==> config.mk <==
export PLATFORM = sky130hd
export DESIGN_NAME = avcc_to_annexb_converter_core
export DESIGN_NICKNAME = d
export VERILOG_FILES = /design/src/avcc_pkg.sv /design/src/avcc_parse.sv /design/src/avcc_emit.sv /design/src/avcc_to_annexb_converter_core.sv
export SDC_FILE = /design/constraint.sdc
export NUM_CORES = 1
export LEC_CHECK = 0
export ABC_AREA = 1
export BUFFER_PORTS_ARGS = -buffer_cell sky130_fd_sc_hd__buf_2
export CORE_MARGIN = 3
export CORE_UTILIZATION = 45
export DETAILED_ROUTE_END_ITERATION = 10
export PLACE_DENSITY = 0.75
export SLEW_MARGIN = 20
export SYNTH_ARGS = -nofsm -noshare
export SYNTH_HDL_FRONTEND = slang
export SYNTH_SLANG_ARGS = --single-unit
==> constraint.sdc <==
create_clock -name clk -period 6.8 [get_ports clk]
set_input_delay 0 -clock clk [delete_from_list [all_inputs] [get_ports clk]]
set_output_delay 0 -clock clk [all_outputs]
set_load 0.005 [all_outputs]
==> src/avcc_pkg.sv <==
package avcc_pkg;

	localparam int LENGTH_BITS_DEF = 24;
	localparam int PKT_LEN_W       = 24;
	localparam int STAMP_W         = 64;
	localparam int LEN_W           = 32;

	localparam int S_TDATA_W = 96;
	localparam int S_TUSER_W = 2;
	localparam int M_TDATA_W = 72;
	localparam int M_TUSER_W = 3;

	typedef enum logic [2:0] {
		PH_DISCARD = 3'b001,
		PH_PREFIX  = 3'b010,
		PH_PAYLOAD = 3'b100
	} phase_t;

	typedef enum logic [1:0] {
		RES_NONE,
		RES_BYTE,
		RES_START
	} res_kind_t;

	typedef struct packed {
		logic [7:0]                in_byte;
		logic                      packet_first;
		logic [PKT_LEN_W-1:0]      packet_length;
		logic                      key_frame_in;
		logic signed [STAMP_W-1:0] stamp_in;
	} in_item_t;

	// what one request produces: nothing, one payload byte or a start code burst
	typedef struct packed {
		res_kind_t                 kind;
		logic [7:0]                data;
		logic                      unit_end;
		logic                      key_frame;
		logic signed [STAMP_W-1:0] stamp;
	} res_desc_t;

	function automatic logic [7:0] start_code_byte(input logic [1:0] idx);
		logic [7:0] b;
		unique case (idx)
			2'd3:    b = 8'h01;
			default: b = 8'h00;
		endcase
		return b;
	endfunction

endpackage

==> src/avcc_parse.sv <==
module avcc_parse #(
	parameter int LENGTH_BITS = avcc_pkg::LENGTH_BITS_DEF
) (
	input  logic                clk,
	input  logic                arst_n,
	input  avcc_pkg::in_item_t  item,
	input  logic                consume,
	output avcc_pkg::res_desc_t res
);
	import avcc_pkg::*;

	phase_t                    phase_q;
	logic [1:0]                prefix_count_q;
	logic [PKT_LEN_W-1:0]      prefix_bytes_q;
	logic [PKT_LEN_W-1:0]      packet_left_q;
	logic [PKT_LEN_W-1:0]      unit_left_q;
	logic                      key_held_q;
	logic signed [STAMP_W-1:0] stamp_held_q;

	phase_t                    ph, ph_n;
	logic [1:0]                pc, pc_n;
	logic [PKT_LEN_W-1:0]      pb, pb_n;
	logic [PKT_LEN_W-1:0]      pl, pl_n, pl_dec;
	logic [PKT_LEN_W-1:0]      ul, ul_n, ul_dec;
	logic                      key;
	logic signed [STAMP_W-1:0] stamp;
	logic [LEN_W-1:0]          len;
	logic                      len_bad;

	always_comb begin
		ph    = phase_q;
		pc    = prefix_count_q;
		pb    = prefix_bytes_q;
		pl    = packet_left_q;
		ul    = unit_left_q;
		key   = key_held_q;
		stamp = stamp_held_q;
		// packet start reloads everything before the byte itself is looked at
		if (item.packet_first) begin
			pl    = item.packet_length;
			key   = item.key_frame_in;
			stamp = item.stamp_in;
			pc    = 2'd0;
			pb    = '0;
			ul    = '0;
			ph    = (item.packet_length != '0) ? PH_PREFIX : PH_DISCARD;
		end

		pl_dec  = pl - PKT_LEN_W'(1);
		ul_dec  = ul - PKT_LEN_W'(1);
		len     = {pb, item.in_byte};
		len_bad = (len == '0) || ((len >> LENGTH_BITS) != '0) ||
			(len > {{(LEN_W-PKT_LEN_W){1'b0}}, pl_dec});

		ph_n = ph;
		pc_n = pc;
		pb_n = pb;
		pl_n = pl;
		ul_n = ul;

		res.kind      = RES_NONE;
		res.data      = item.in_byte;
		res.unit_end  = 1'b0;
		res.key_frame = key;
		res.stamp     = stamp;

		unique case (ph)
			PH_PREFIX: begin
				pl_n = pl_dec;
				if (pc != 2'd3) begin
					pb_n = {pb[PKT_LEN_W-9:0], item.in_byte};
					pc_n = pc + 2'd1;
					if (pl_dec == '0)
						ph_n = PH_DISCARD;
				end else begin
					pc_n = 2'd0;
					pb_n = '0;
					if (len_bad) begin
						ph_n = PH_DISCARD;
					end else begin
						res.kind = RES_START;
						ul_n     = len[PKT_LEN_W-1:0];
						ph_n     = PH_PAYLOAD;
					end
				end
			end
			PH_PAYLOAD: begin
				pl_n         = pl_dec;
				ul_n         = ul_dec;
				res.kind     = RES_BYTE;
				res.unit_end = (ul_dec == '0);
				if (ul_dec == '0)
					ph_n = (pl_dec == '0) ? PH_DISCARD : PH_PREFIX;
				else if (pl_dec == '0)
					ph_n = PH_DISCARD;
			end
			default: ph_n = PH_DISCARD;
		endcase
	end

	always_ff @(posedge clk or negedge arst_n) begin
		if (!arst_n) begin
			phase_q        <= PH_DISCARD;
			prefix_count_q <= 2'd0;
			prefix_bytes_q <= '0;
			packet_left_q  <= '0;
			unit_left_q    <= '0;
			key_held_q     <= 1'b0;
			stamp_held_q   <= '0;
		end else if (consume) begin
			phase_q        <= ph_n;
			prefix_count_q <= pc_n;
			prefix_bytes_q <= pb_n;
			packet_left_q  <= pl_n;
			unit_left_q    <= ul_n;
			key_held_q     <= key;
			stamp_held_q   <= stamp;
		end
	end

endmodule

==> src/avcc_emit.sv <==
module avcc_emit (
	input  logic                                clk,
	input  logic                                arst_n,
	input  avcc_pkg::res_desc_t                 res,
	input  logic                                load,
	output logic                                free,
	output logic                                tvalid,
	input  logic                                tready,
	output logic [avcc_pkg::M_TDATA_W-1:0]      tdata,
	output logic [avcc_pkg::M_TUSER_W-1:0]      tuser,
	output logic                                tlast
);
	import avcc_pkg::*;

	logic                      valid_q;
	logic                      last_q;
	logic [1:0]                beat_q;
	logic [1:0]                beat_nxt;
	logic [7:0]                byte_q;
	logic                      ustart_q;
	logic                      uend_q;
	logic                      key_q;
	logic signed [STAMP_W-1:0] stamp_q;
	logic                      step;
	logic                      is_start;

	assign free     = !valid_q || (tready && last_q);
	assign step     = valid_q && tready && !last_q;
	assign beat_nxt = beat_q + 2'd1;
	assign is_start = (res.kind == RES_START);

	always_ff @(posedge clk or negedge arst_n) begin
		if (!arst_n) begin
			valid_q <= 1'b0;
			last_q  <= 1'b0;
			beat_q  <= 2'd0;
		end else if (load) begin
			valid_q <= 1'b1;
			last_q  <= !is_start;
			beat_q  <= 2'd0;
		end else if (step) begin
			beat_q <= beat_nxt;
			last_q <= (beat_nxt == 2'd3);
		end else if (valid_q && tready) begin
			valid_q <= 1'b0;
		end
	end

	// start code walks through its four bytes, one per taken request
	always_ff @(posedge clk) begin
		if (load) begin
			byte_q   <= is_start ? start_code_byte(2'd0) : res.data;
			ustart_q <= is_start;
			uend_q   <= res.unit_end;
			key_q    <= res.key_frame;
			stamp_q  <= res.stamp;
		end else if (step) begin
			byte_q   <= start_code_byte(beat_nxt);
			ustart_q <= 1'b0;
		end
	end

	assign tvalid = valid_q;
	assign tdata  = {stamp_q, byte_q};
	assign tuser  = {key_q, uend_q, ustart_q};
	assign tlast  = last_q;

endmodule

==> src/avcc_to_annexb_converter_core.sv <==
// a byte is held in the input register and its result in the output register
// throughput: one byte per cycle unless the output stalls; the start code that
//   the fourth prefix byte yields holds the input until its four bytes go out
// the output register alone sets the rate; payload bytes stream without gaps
// reset: arst_n low clears the pipeline and drops all bytes until a packet start
module avcc_to_annexb_converter_core #(
	parameter int LENGTH_BITS = avcc_pkg::LENGTH_BITS_DEF
) (
	input  logic                           clk,
	input  logic                           arst_n,
	input  logic                           s_axis_tvalid,
	output logic                           s_axis_tready,
	// in_byte, packet_length, stamp_in
	input  logic [avcc_pkg::S_TDATA_W-1:0] s_axis_tdata,
	// packet_first, key_frame_in
	input  logic [avcc_pkg::S_TUSER_W-1:0] s_axis_tuser,
	output logic                           m_axis_tvalid,
	input  logic                           m_axis_tready,
	// out_byte, stamp_out
	output logic [avcc_pkg::M_TDATA_W-1:0] m_axis_tdata,
	// unit_start, unit_end, key_frame_out
	output logic [avcc_pkg::M_TUSER_W-1:0] m_axis_tuser,
	// run_last
	output logic                           m_axis_tlast
);
	import avcc_pkg::*;

	logic      valid_s1;
	in_item_t  item_s1;
	in_item_t  item_in;
	res_desc_t res;
	logic      free;
	logic      consume;
	logic      load;

	assign item_in.in_byte       = s_axis_tdata[7:0];
	assign item_in.packet_length = s_axis_tdata[8 +: PKT_LEN_W];
	assign item_in.stamp_in      = s_axis_tdata[8+PKT_LEN_W +: STAMP_W];
	assign item_in.packet_first  = s_axis_tuser[0];
	assign item_in.key_frame_in  = s_axis_tuser[1];

	// bytes with no result retire even while the output is busy
	assign consume       = valid_s1 && ((res.kind == RES_NONE) || free);
	assign load          = consume && (res.kind != RES_NONE);
	assign s_axis_tready = !valid_s1 || consume;

	always_ff @(posedge clk or negedge arst_n) begin
		if (!arst_n)
			valid_s1 <= 1'b0;
		else if (s_axis_tready)
			valid_s1 <= s_axis_tvalid;
	end

	always_ff @(posedge clk) begin
		if (s_axis_tvalid && s_axis_tready)
			item_s1 <= item_in;
	end

	avcc_parse #(
		.LENGTH_BITS(LENGTH_BITS)
	) u_parse (
		.clk     (clk),
		.arst_n  (arst_n),
		.item    (item_s1),
		.consume (consume),
		.res     (res)
	);

	avcc_emit u_emit (
		.clk    (clk),
		.arst_n (arst_n),
		.res    (res),
		.load   (load),
		.free   (free),
		.tvalid (m_axis_tvalid),
		.tready (m_axis_tready),
		.tdata  (m_axis_tdata),
		.tuser  (m_axis_tuser),
		.tlast  (m_axis_tlast)
	);

endmodule

==> results of run 1 <==
==> cells in the mapped netlist (all sizes together) (4+ instances only) <==
cell    number
nor3        13
o21ai      229
nand4       26
nand3       76
o211ai      18
o22ai       38
edfxtp     173
a21oi       14
a31oi        4
nor2       182
buf         50
xor2         6
dfrtp      146
inv        242
nand2      616
ha          30
clkbuf      28
==> how the worst max path moves through the flow <==
stage | end | from | slack (ns)
6_report | u_emit.byte_q[0]$_DFFE_PP_ | item_s1[89]$_DFFE_PP_ | 1.19
3_5_place_dp | u_emit.byte_q[0]$_DFFE_PP_ | item_s1[89]$_DFFE_PP_ | 1.04
2_1_floorplan | item_s1[0]$_DFFE_PP_ | item_s1[89]$_DFFE_PP_ | 1.34
5_1_grt | u_emit.byte_q[0]$_DFFE_PP_ | item_s1[89]$_DFFE_PP_ | 0.49
3_3_place_gp | u_emit.stamp_q[10]$_DFFE_PP_ | item_s1[89]$_DFFE_PP_ | 1.31
4_1_cts | u_emit.byte_q[0]$_DFFE_PP_ | item_s1[89]$_DFFE_PP_ | 0.98
==> kinds of logic after synthesis <==
logic type,Yosys count,share of synthesized area
AOI/OAI and AO/OA,310,0.103
xor gates and xnor gates,7,0.00517
adders and majority gates,30,0.0231
buffers and inverters,323,0.0830
DFF,320,0.547
and+or+nand+nor,917,0.239
==> layer usage <==
| layer | GRT usage | share of wire | wire [um] |
|---|---|---|---|
| met3 | 0.0445 | 0.077 | 3250 |
| met5 | 0 | 0 | 0 |
| met4 | 0.0708 | 0.027 | 1130 |
| met1 | 0.293 | 0.42 | 17900 |
| met2 | 0.363 | 0.48 | 20200 |
==> worst max-delay path: stages, from the launching register on <==
cell and delay (ns):
sky130_fd_sc_hd__edfxtp_1 0.42, sky130_fd_sc_hd__inv_2 0.56, sky130_fd_sc_hd__nand2_1 0.13, sky130_fd_sc_hd__nand2_1 0.23, sky130_fd_sc_hd__ha_1 0.30, sky130_fd_sc_hd__nand2_1 0.08, sky130_fd_sc_hd__nor2_1 0.24, sky130_fd_sc_hd__nand2_1 0.13
sky130_fd_sc_hd__nor2_1 0.11, sky130_fd_sc_hd__nand3_1 0.07, sky130_fd_sc_hd__nand2_1 0.10, sky130_fd_sc_hd__inv_1 0.08, sky130_fd_sc_hd__ha_1 0.27, sky130_fd_sc_hd__nand2_1 0.05, sky130_fd_sc_hd__inv_1 0.06, sky130_fd_sc_hd__nand4_1 0.10
sky130_fd_sc_hd__nor2_1 0.17, sky130_fd_sc_hd__nand4_1 0.11, sky130_fd_sc_hd__nand2_1 0.12, sky130_fd_sc_hd__nand3_2 0.40, sky130_fd_sc_hd__nand2_2 0.56, sky130_fd_sc_hd__nand3_2 0.23, sky130_fd_sc_hd__inv_2 0.39, sky130_fd_sc_hd__nand2_1 0.31
sky130_fd_sc_hd__o21ai_0 0.24
==> through the flow <==
stage                     instance area (um^2)  setup WS, ns  hold WS [ns]
after detailed placement                 17400          1.04        0.0782
after global placement                   17400          1.31        0.0773
after floorplan                          16200          1.34        -0.296
after CTS                                19600         0.978        0.0679
final                                    19600          1.19        0.0207
after global routing                     19600         0.490        0.0923
==> flip-flops by register name (all words and copies together), names as in the netlist, 2 cells and up <==
register and count:
u_parse.stamp_held_q 64, u_emit.byte_q 8, item_s1 98, u_parse.phase_q 3, u_emit.beat_q 2, u_parse.unit_left_q 24
u_parse.prefix_count_q 2, u_emit.stamp_q 64, u_parse.prefix_bytes_q 24, u_parse.packet_left_q 24
==> power by group through the flow <==
stage | Sequential [mW] | Clock (mW) | Combinational, mW
floorplan | 2.32 | 0 | 0.607
global placement | 2.33 | 0 | 0.809
detailed placement | 2.33 | 0 | 0.836
CTS | 2.30 | 1.99 | 0.885
global route | 2.31 | 2.07 | 1.02
finish | 2.30 | 1.95 | 0.896
==> area by class of cell <==
class | count | area (um^2)
Clock buffer | 53 | 1040
Clock inverter | 13 | 153
Fill cell | 3113 | 15400
Inverter | 245 | 922
Multi-Input combinational cell | 1264 | 6010
Sequential cell | 320 | 8870
Tap cell | 455 | 569
Timing Repair Buffer | 292 | 2060
==> results.sh, run 1 <==
export IMPL_outcome="finished clean"
export IMPL_clk_pin_slew_ns=0.06
export IMPL_synth_edff_count=173
export IMPL_ctsLongestPathBuffers=3
export IMPL_post_route_period_util=0.825
export IMPL_slew_headroom=0.320
export IMPL_fin_total_pwr_mw=5.14
export IMPL_root_buffer="sky130_fd_sc_hd__clkbuf_16"
export IMPL_irDropWorstVdd_mv=0.265
export IMPL_min_delay_path_class="input pin to asynchronous set/reset pin"
export IMPL_vias_per_cell=5.24
export IMPL_seq_area_frac_synth=0.547
export IMPL_grt_max_degree=113
export IMPL_p_leak_nw=9.11
export IMPL_routed_wire_length_um=42400
export IMPL_first_global_vias=13615
export IMPL_layout_min_cycle_time_ns=5.61
export IMPL_n_antenna_cell=0
export IMPL_r2r_startpoint="item_s1[89]$_DFFE_PP_"
export IMPL_timing_reg2reg_setup_slack_ns=1.19
export IMPL_die_width_um=196
export IMPL_tightestPinTransition_ns=1.02
export IMPL_p_sw_frac=0.287
export IMPL_synthCells=1907
export IMPL_drive_above_1_share=0.140
export IMPL_postSynthAreaPerCell_um2=8.51
export IMPL_layout_common_cells="sky130_fd_sc_hd__nand2_1, sky130_fd_sc_hd__inv_1, sky130_fd_sc_hd__o21ai_0"
export IMPL_synth_nets=2039
export IMPL_tritoncts_clock_tree="built"
export IMPL_setup_tns_final_ns=0
export IMPL_drtIter0Drc=1312
export IMPL_fmax_ghz=0.178
export IMPL_drtAntennaViolNets=0
export IMPL_fin_skew_ns=0.0179
export IMPL_routed_via_count=13836
export IMPL_antenna_found_initial=0
export IMPL_cts_hold_buf=101
export IMPL_timing_final_setup_violations=0
export IMPL_grt_pass1_wl_um=69000
export IMPL_p_per_area_nw_per_um2=262
export IMPL_worst_endpoint_arrival_ns=6.00
export IMPL_dieHeight_um=196
export IMPL_ys_seq_elements=320
export IMPL_post_cts_repair_setup_buffers=0
export IMPL_clock_sinks=320
export IMPL_hpwlAfterDp_um=27700
export IMPL_crit_path_max_fanout=40
export IMPL_floorplan_initialDensity=0.463
export IMPL_track_usage=0.220
export IMPL_final_nets=2291
export IMPL_unrepaired_setup_endpoints_after_global_routing="no"
export IMPL_report_final_slew_viol_count=0
export IMPL_layout_commonest_cell="sky130_fd_sc_hd__nand2_1"
export IMPL_clockPowerShare=0.379
export IMPL_max_cap_violations=0
export IMPL_finalCoreUtilization=0.560
export IMPL_p_sw_mw=1.48
export IMPL_post_synth_instance_area_um2=16200
export IMPL_drt_pass1_iterations=7
export IMPL_worst_setup_path_type="register to register"
export IMPL_stdcell_count=2642
export IMPL_wl_per_instance_um=16.0
export IMPL_worst_setup_path_end_kind="register"
export IMPL_worstSkewPairLatency_ns=0.56
export IMPL_reg2regPathDepth=24
export IMPL_critical_path_required_ns=7.19
export IMPL_globalRoute_totalOverflow=0
export IMPL_synth_warning_count=0
export IMPL_coreArea_um2=35100
export IMPL_weighted_congestion_at_the_end_of_routability_driven_global_placement=0.940
export IMPL_post_route_drc_count=0
export IMPL_floorplan_die_area_um2=38400
export IMPL_regToRegEndpoint="u_emit.byte_q[0]$_DFFE_PP_"
export IMPL_share_seq_of_total_power=0.447
export IMPL_synth_top_cell_by_area="sky130_fd_sc_hd__edfxtp_1"
export IMPL_most_instantiated_flip_flop_cell_in_the_synthesis_netlist="sky130_fd_sc_hd__edfxtp_1"
export IMPL_worst_setup_path_start_kind="register"
export IMPL_synthDistinctLibCells=43
export IMPL_timing_hold_violations_final=0
export IMPL_netlist_area_leader_share=0.320
export IMPL_synthTopCellsByArea="sky130_fd_sc_hd__edfxtp_1, sky130_fd_sc_hd__dfrtp_1, sky130_fd_sc_hd__nand2_1, sky130_fd_sc_hd__o21ai_0, sky130_fd_sc_hd__inv_1"
export IMPL_postSynth_asyncResetShare=0.459
export IMPL_dp_cells=2475
export IMPL_ports=180
export IMPL_port_buffers=179
export IMPL_fp_row_count=68
export IMPL_post_cts_resized_instances=0
export IMPL_cts_made_buffers=36
export IMPL_ctsHtreeMaxLevel=2
export IMPL_power_internal_mw=3.67
export IMPL_synthToLayoutAreaGrowth_pct=20.9
export IMPL_pwr_share_comb=0.174
No activity file was read; power rests on OpenSTA's default activity.
==> run 2: changes to the inputs <==
==> constraint.sdc (replaced) <==
create_clock -name clk -period 5.5 [get_ports clk]
set_input_delay 0 -clock clk [delete_from_list [all_inputs] [get_ports clk]]
set_output_delay 0 -clock clk [all_outputs]
set_load 0.005 [all_outputs]
==> run 2 against run 1 <==
  * Flip-flop and latch count unchanged
  * Highest routed layer unchanged
  * First-iteration DRC count decreased by 5.7%
  * Critical endpoint unchanged
  * Cell count increased by 0.45%
==> results.sh, run 2 (synthesized netlist as in run 1, its figures left out) <==
export IMPL_outcome="finished clean"
export IMPL_p_leak_nw=9.17
export IMPL_critical_path_required_ns=5.88
export IMPL_grt_max_degree=104
export IMPL_wl_per_instance_um=16.6
export IMPL_fin_skew_ns=0.0128
export IMPL_worst_setup_path_type="register to register"
export IMPL_power_internal_mw=4.49
export IMPL_routed_wire_length_um=44000
export IMPL_cts_made_buffers=36
export IMPL_clockPowerShare=0.373
export IMPL_antenna_found_initial=0
export IMPL_setup_tns_final_ns=0
export IMPL_layout_min_cycle_time_ns=4.84
export IMPL_track_usage=0.230
export IMPL_min_delay_path_class="input pin to asynchronous set/reset pin"
export IMPL_cp_slowest_cell="sky130_fd_sc_hd__inv_2"
export IMPL_layout_common_cells="sky130_fd_sc_hd__nand2_1, sky130_fd_sc_hd__inv_1, sky130_fd_sc_hd__o21ai_0"
export IMPL_fp_row_count=68
export IMPL_post_cts_repair_setup_buffers=0
export IMPL_pwr_share_comb=0.178
export IMPL_reg_top3="item_s1 (98), u_emit.stamp_q (64), u_parse.stamp_held_q (64)"
export IMPL_grt_pass1_wl_um=71800
export IMPL_weighted_congestion_at_the_end_of_routability_driven_global_placement=0.934
export IMPL_globalRoute_totalOverflow=0
export IMPL_r2r_startpoint="item_s1[89]$_DFFE_PP_"
export IMPL_unrepaired_setup_endpoints_after_global_routing="no"
export IMPL_timing_critical_path_buf_inv=4
export IMPL_drtAntennaViolNets=0
export IMPL_root_buffer="sky130_fd_sc_hd__clkbuf_16"
export IMPL_ports=180
export IMPL_worst_setup_path_start_kind="register"
export IMPL_regToRegEndpoint="u_emit.byte_q[0]$_DFFE_PP_"
export IMPL_largest_register="item_s1"
export IMPL_hpwlAfterDp_um=28500
export IMPL_reg2regPathDepth=24
export IMPL_path_delay_family="simple AND/OR/NAND/NOR gates"
export IMPL_timing_final_setup_violations=0
export IMPL_ctsHtreeMaxLevel=2
export IMPL_cp_cell_sequence="clkinv_2, nand2_1, nand2_1, ha_1, nand2_1, nor2_1, nand2_1, nor2_1, nand3_1, nand2_1, inv_1, ha_1, nand2_1, inv_1, nand4_1, nor2_1, nand4_1, nand2_1, nand3_2, nand2_2, nand3_2, inv_2, nand2_1, o21ai_0"
export IMPL_ctsLongestPathBuffers=3
export IMPL_irDropWorstVdd_mv=0.232
export IMPL_first_global_vias=13935
export IMPL_clock_sinks=320
export IMPL_floorplan_initialDensity=0.463
export IMPL_p_sw_mw=1.84
export IMPL_die_width_um=196
export IMPL_report_final_slew_viol_count=0
export IMPL_slew_headroom=0.312
export IMPL_max_cap_violations=0
export IMPL_layout_commonest_cell="sky130_fd_sc_hd__nand2_1"
export IMPL_routed_via_count=13945
export IMPL_dieHeight_um=196
export IMPL_post_route_period_util=0.880
export IMPL_worst_endpoint_arrival_ns=5.22
export IMPL_vias_per_cell=5.25
export IMPL_worst_setup_path_end_kind="register"
export IMPL_fillers=3044
export IMPL_coreArea_um2=35100
export IMPL_crit_path_max_fanout=40
export IMPL_clk_pin_slew_ns=0.06
export IMPL_synthToLayoutAreaGrowth_pct=21.7
export IMPL_critPathMaxStageDelay_ns=0.47
export IMPL_drt_pass1_iterations=8
export IMPL_p_per_area_nw_per_um2=321
export IMPL_critical_path_top_cell_by_count="sky130_fd_sc_hd__nand2_1"
export IMPL_drtIter0Drc=1237
export IMPL_worstSkewPairLatency_ns=0.55
export IMPL_final_nets=2303
export IMPL_timing_reg2reg_setup_slack_ns=0.66
export IMPL_largest_reg_flops=98
export IMPL_tightestPinTransition_ns=1.03
export IMPL_post_route_drc_count=0
export IMPL_finalCoreUtilization=0.563
export IMPL_n_antenna_cell=0
export IMPL_tritoncts_clock_tree="built"
export IMPL_timing_hold_violations_final=0
export IMPL_drive_above_1_share=0.146
export IMPL_fmax_ghz=0.207
export IMPL_share_seq_of_total_power=0.449
export IMPL_port_buffers=179
export IMPL_floorplan_die_area_um2=38400
export IMPL_p_sw_frac=0.290
-- run 2: cell types whose count changed in the layout (fill, tap and decap cells not counted) --
cell | previous run | this run
sky130_fd_sc_hd__buf_12 | 4 | 8
sky130_fd_sc_hd__clkinvlp_4 | 0 | 1
sky130_fd_sc_hd__bufinv_16 | 2 | 1
sky130_fd_sc_hd__buf_6 | 2 | 1
sky130_fd_sc_hd__clkbuf_1 | 11 | 9
sky130_fd_sc_hd__clkinv_2 | 6 | 9
sky130_fd_sc_hd__inv_2 | 4 | 3
sky130_fd_sc_hd__inv_6 | 1 | 0
sky130_fd_sc_hd__buf_4 | 7 | 16
sky130_fd_sc_hd__clkinv_4 | 0 | 1
-- run 2: power groups by stage --
stage / registers [mW] / logic, mW / clock network, mW
2_1_floorplan: 2.86 / 0.751 / 0
3_3_place_gp: 2.88 / 1.02 / 0
3_5_place_dp: 2.88 / 1.05 / 0
4_1_cts: 2.84 / 1.11 / 2.42
5_1_grt: 2.86 / 1.29 / 2.52
6_report: 2.84 / 1.13 / 2.36
-- run 2: per-layer routing --
layer  wire [um]  global-route usage  vias to the layer above
met5           0                   0                        -
met4        1370              0.0782                        0
met3        3230              0.0503                       92
met2       20500               0.375                      565
met1       19000               0.308                     6565
li1            -                   -                     6723
-- run 2: final cells by class --
type                       count  area, um^2  share of cell area
timing repair buffer         304        2190               0.111
tap                          455         569              0.0288
sequential                   320        8870               0.450
clock buffer                  51        1030              0.0521
multi-input combinational   1264        6010               0.305
inverter                     245         923              0.0468
clock inverter                15         140             0.00710
-- run 2: per-stage QoR --
stage,setup WS [ns],hold slack (ns),total power [mW],area [um^2],std cells
floorplan,0.0415,-0.296,3.62,16200,1907
global placement,0.789,0.172,3.90,17600,2487
detailed placement,0.577,0.178,3.94,17600,2487
CTS,0.537,0.121,6.37,19700,2654
global route,0.116,0.144,6.67,19700,2654
finish,0.661,0.0588,6.33,19700,2654
-- run 2: worst max path at each step --
| stage | cells after the start | from | end |
|---|---|---|---|
| after floorplan | 27 | item_s1[89]$_DFFE_PP_ | item_s1[0]$_DFFE_PP_ |
| after global placement | 24 | item_s1[89]$_DFFE_PP_ | u_emit.byte_q[0]$_DFFE_PP_ |
| final | 24 | item_s1[89]$_DFFE_PP_ | u_emit.byte_q[0]$_DFFE_PP_ |
| after global routing | 24 | item_s1[89]$_DFFE_PP_ | u_emit.byte_q[0]$_DFFE_PP_ |
| after CTS | 22 | item_s1[89]$_DFFE_PP_ | u_emit.byte_q[0]$_DFFE_PP_ |
| after detailed placement | 22 | item_s1[89]$_DFFE_PP_ | u_emit.byte_q[0]$_DFFE_PP_ |
-- run 2: timing repair --
action                                 in CTS  in global routing
hold buffers                              101                  0
endpoints found under the hold margin     193                  0
resized for setup                           0                  1
setup endpoints to repair                   0                  1
==> run 3: changes to the inputs <==
--- a/config.mk
+++ b/config.mk
@@ -5,7 +5,6 @@
 export SDC_FILE = /design/constraint.sdc
 export NUM_CORES = 1
 export LEC_CHECK = 0
-export ABC_AREA = 1
 export BUFFER_PORTS_ARGS = -buffer_cell sky130_fd_sc_hd__buf_2
 export CORE_MARGIN = 3
 export CORE_UTILIZATION = 45
==> run 3 against run 2 <==
  * Worst setup slack lost 0.39 ns
  * Cell area is 3.9% lower
  * First-iteration DRC count down 19%
  * Flip-flop and latch count unchanged
  * Critical path depth shrank 7
  * Largest cell class unchanged
  * Largest power group unchanged
==> results.sh, run 3 <==
export IMPL_synth_edff_count=173
export IMPL_postSynthAreaPerCell_um2=12.4
export IMPL_regToRegEndpoint="item_s1[20]$_DFFE_PP_"
export IMPL_ports=180
export IMPL_clock_sinks=320
export IMPL_dieHeight_um=189
export IMPL_post_synth_top_count_cell="sky130_fd_sc_hd__edfxtp_1"
export IMPL_final_critical_path_setup_slack_ns=0.266
export IMPL_fillers=2626
export IMPL_synthTopCellsByArea="sky130_fd_sc_hd__edfxtp_1, sky130_fd_sc_hd__dfrtp_1, sky130_fd_sc_hd__mux2_2, sky130_fd_sc_hd__o21ai_0, sky130_fd_sc_hd__ha_1"
export IMPL_p_sw_mw=1.87
export IMPL_seq_area_frac_synth=0.589
export IMPL_worstSkewPairLatency_ns=0.52
export IMPL_final_nets=1645
export IMPL_routed_via_count=11212
export IMPL_pwr_share_comb=0.186
export IMPL_fp_row_count=66
export IMPL_synthDistinctLibCells=72
export IMPL_postSynth_asyncResetShare=0.459
export IMPL_post_route_drc_count=0
export IMPL_hpwlAfterDp_um=26100
export IMPL_ctsHtreeMaxLevel=2
export IMPL_reg2regPathDepth=17
export IMPL_slew_headroom=0.331
export IMPL_routed_wire_length_um=39000
export IMPL_share_seq_of_total_power=0.465
export IMPL_reg_top3="item_s1 (98), u_emit.stamp_q (64), u_parse.stamp_held_q (64)"
export IMPL_synthCells=1219
export IMPL_layout_min_cycle_time_ns=5.23
export IMPL_timing_reg2reg_setup_slack_ns=0.30
export IMPL_drive_above_1_share=0.286
export IMPL_most_instantiated_flip_flop_cell_in_the_synthesis_netlist="sky130_fd_sc_hd__edfxtp_1"
export IMPL_fin_skew_ns=0.0223
export IMPL_drt_pass1_iterations=6
export IMPL_first_global_vias=11186
export IMPL_synth_common_cells="sky130_fd_sc_hd__edfxtp_1, sky130_fd_sc_hd__dfrtp_1, sky130_fd_sc_hd__mux2_2, sky130_fd_sc_hd__nand2_1, sky130_fd_sc_hd__o21ai_0"
export IMPL_drtAntennaViolNets=0
export IMPL_clockPowerShare=0.349
export IMPL_dp_slack_ns=0.149
export IMPL_grt_max_degree=98
export IMPL_worst_setup_path_end_kind="primary output"
export IMPL_floorplan_die_area_um2=35700
export IMPL_report_final_slew_viol_count=0
export IMPL_tritoncts_clock_tree="built"
export IMPL_track_usage=0.218
export IMPL_drtIter0Drc=1002
export IMPL_p_leak_nw=7.66
export IMPL_cts_made_buffers=35
export IMPL_root_buffer="sky130_fd_sc_hd__clkbuf_16"
export IMPL_worst_setup_path_start_kind="register"
export IMPL_weighted_congestion_at_the_end_of_routability_driven_global_placement=0.935
export IMPL_wl_per_instance_um=19.7
export IMPL_post_route_period_util=0.952
export IMPL_antenna_found_initial=0
export IMPL_r2r_startpoint="item_s1[89]$_DFFE_PP_"
export IMPL_power_internal_mw=4.89
export IMPL_floorplan_initialDensity=0.460
export IMPL_unrepaired_setup_endpoints_after_global_routing="no"
export IMPL_crit_path_max_fanout=22
export IMPL_synthToLayoutAreaGrowth_pct=25.9
export IMPL_largest_reg_flops=98
export IMPL_outcome="finished clean"
export IMPL_max_cap_violations=0
export IMPL_layout_commonest_cell="sky130_fd_sc_hd__buf_2"
export IMPL_ctsLongestPathBuffers=3
export IMPL_largest_register="item_s1"
export IMPL_timing_hold_violations_final=0
export IMPL_netlist_area_leader_share=0.345
export IMPL_worst_setup_path_type="register to primary output"
export IMPL_globalRoute_totalOverflow=0
export IMPL_synth_warning_count=0
export IMPL_synth_nets=1351
export IMPL_coreArea_um2=32800
export IMPL_vias_per_cell=5.65
export IMPL_p_sw_frac=0.277
export IMPL_ys_seq_elements=320
export IMPL_synth_top_cell_by_area="sky130_fd_sc_hd__edfxtp_1"
export IMPL_die_width_um=189
export IMPL_worst_endpoint_arrival_ns=5.23
export IMPL_port_buffers=179
export IMPL_irDropWorstVdd_mv=0.210
export IMPL_layout_common_cells="sky130_fd_sc_hd__buf_2, sky130_fd_sc_hd__edfxtp_1, sky130_fd_sc_hd__dfrtp_1"
export IMPL_p_per_area_nw_per_um2=356
export IMPL_min_delay_path_class="input pin to asynchronous set/reset pin"
export IMPL_finalCoreUtilization=0.579
export IMPL_fmax_ghz=0.191
export IMPL_tightestPinTransition_ns=1.00
export IMPL_critical_path_required_ns=5.50
export IMPL_post_synth_instance_area_um2=15100
export IMPL_grt_pass1_wl_um=62100
export IMPL_timing_final_setup_violations=0
export IMPL_clk_pin_slew_ns=0.06
==> run 3: metal layers <==
layer / vias up / GRT usage / part of all wire
li1: 5152 / - / -
met1: 5544 / 0.292 / 0.41
met2: 431 / 0.356 / 0.48
met3: 83 / 0.0450 / 0.073
met4: 2 / 0.0708 / 0.030
met5: - / 0.00962 / 0.0012
==> run 3: cells by family after synthesis <==
family / share of synthesized area
and+or+nand+nor: 0.114
DFF: 0.589
adders and majority gates: 0.0249
buffers and inverters: 0.0263
muxes: 0.120
xor gates and xnor gates: 0.0215
AOI/OAI and AO/OA: 0.105
==> run 3: power by group through the flow <==
stage                     clock, mW  sequential (mW)  combinational, mW
after CTS                      2.41             3.14               1.25
after floorplan                   0             3.07              0.878
after global placement            0             3.16               1.15
final                          2.36             3.15               1.26
after detailed placement          0             3.18               1.19
after global routing           2.51             3.18               1.40
==> run 3: how the worst max path moves through the flow <==
stage | slack, ns | to | start
after floorplan | -0.49 | u_emit.key_q$_DFFE_PP_ | item_s1[89]$_DFFE_PP_
after global placement | 0.14 | item_s1[76]$_DFFE_PP_ | item_s1[89]$_DFFE_PP_
after detailed placement | 0.15 | item_s1[75]$_DFFE_PP_ | item_s1[89]$_DFFE_PP_
after CTS | 0.06 | s_axis_tready | item_s1[89]$_DFFE_PP_
after global routing | 0.007 | s_axis_tready | item_s1[89]$_DFFE_PP_
final | 0.27 | s_axis_tready | item_s1[89]$_DFFE_PP_
==> run 3: metrics by stage <==
| stage | setup TNS, ns | std cells | total power [mW] | hold slack [ns] | cell area (um^2) |
|---|---|---|---|---|---|
| floorplan | -56.26 | 1219 | 3.95 | -0.296 | 15300 |
| global placement | 0 | 1814 | 4.31 | 0.176 | 16700 |
| detailed placement | 0 | 1814 | 4.37 | 0.178 | 16700 |
| CTS | 0 | 1979 | 6.80 | 0.162 | 18900 |
| global route | 0 | 1982 | 7.09 | 0.185 | 19000 |
| finish | 0 | 1983 | 6.77 | 0.170 | 19000 |
==> run 3: timing repair <==
action,CTS,global route
setup buffers,0,3
hold endpoints to repair,197,0
endpoints found under the setup margin,0,287
resized for setup,0,7
hold buffers,101,0
==> run 3: critical path: stages, from the launching register on <==
cell                        delay [ns]
sky130_fd_sc_hd__edfxtp_1         0.36
sky130_fd_sc_hd__buf_4            0.18
sky130_fd_sc_hd__buf_12           0.16
sky130_fd_sc_hd__or4_1            0.59
sky130_fd_sc_hd__a2bb2oi_1        0.19
sky130_fd_sc_hd__a2111o_1         0.50
sky130_fd_sc_hd__nor3_2           0.23
sky130_fd_sc_hd__xor2_1           0.11
sky130_fd_sc_hd__ha_1             0.34
sky130_fd_sc_hd__nand4_1          0.13
sky130_fd_sc_hd__nor2_1           0.11
sky130_fd_sc_hd__or4b_1           0.47
sky130_fd_sc_hd__a211o_1          0.34
sky130_fd_sc_hd__or3_1            0.43
sky130_fd_sc_hd__nand2_4          0.13
sky130_fd_sc_hd__nand3_1          0.09
sky130_fd_sc_hd__buf_4            0.18
sky130_fd_sc_hd__buf_2            0.13
==> run 3: layout make-up <==
cell class              count  area [um^2]  area share
diodes                      1         2.50    0.000132
clock inverters            21          229      0.0121
multi-input cells         811         5940       0.313
well taps                 442          553      0.0291
flip-flops and latches    320         8870       0.468
inverters                  17         67.6     0.00356
repair buffers            328         2380       0.125
clock buffers              43          937      0.0494
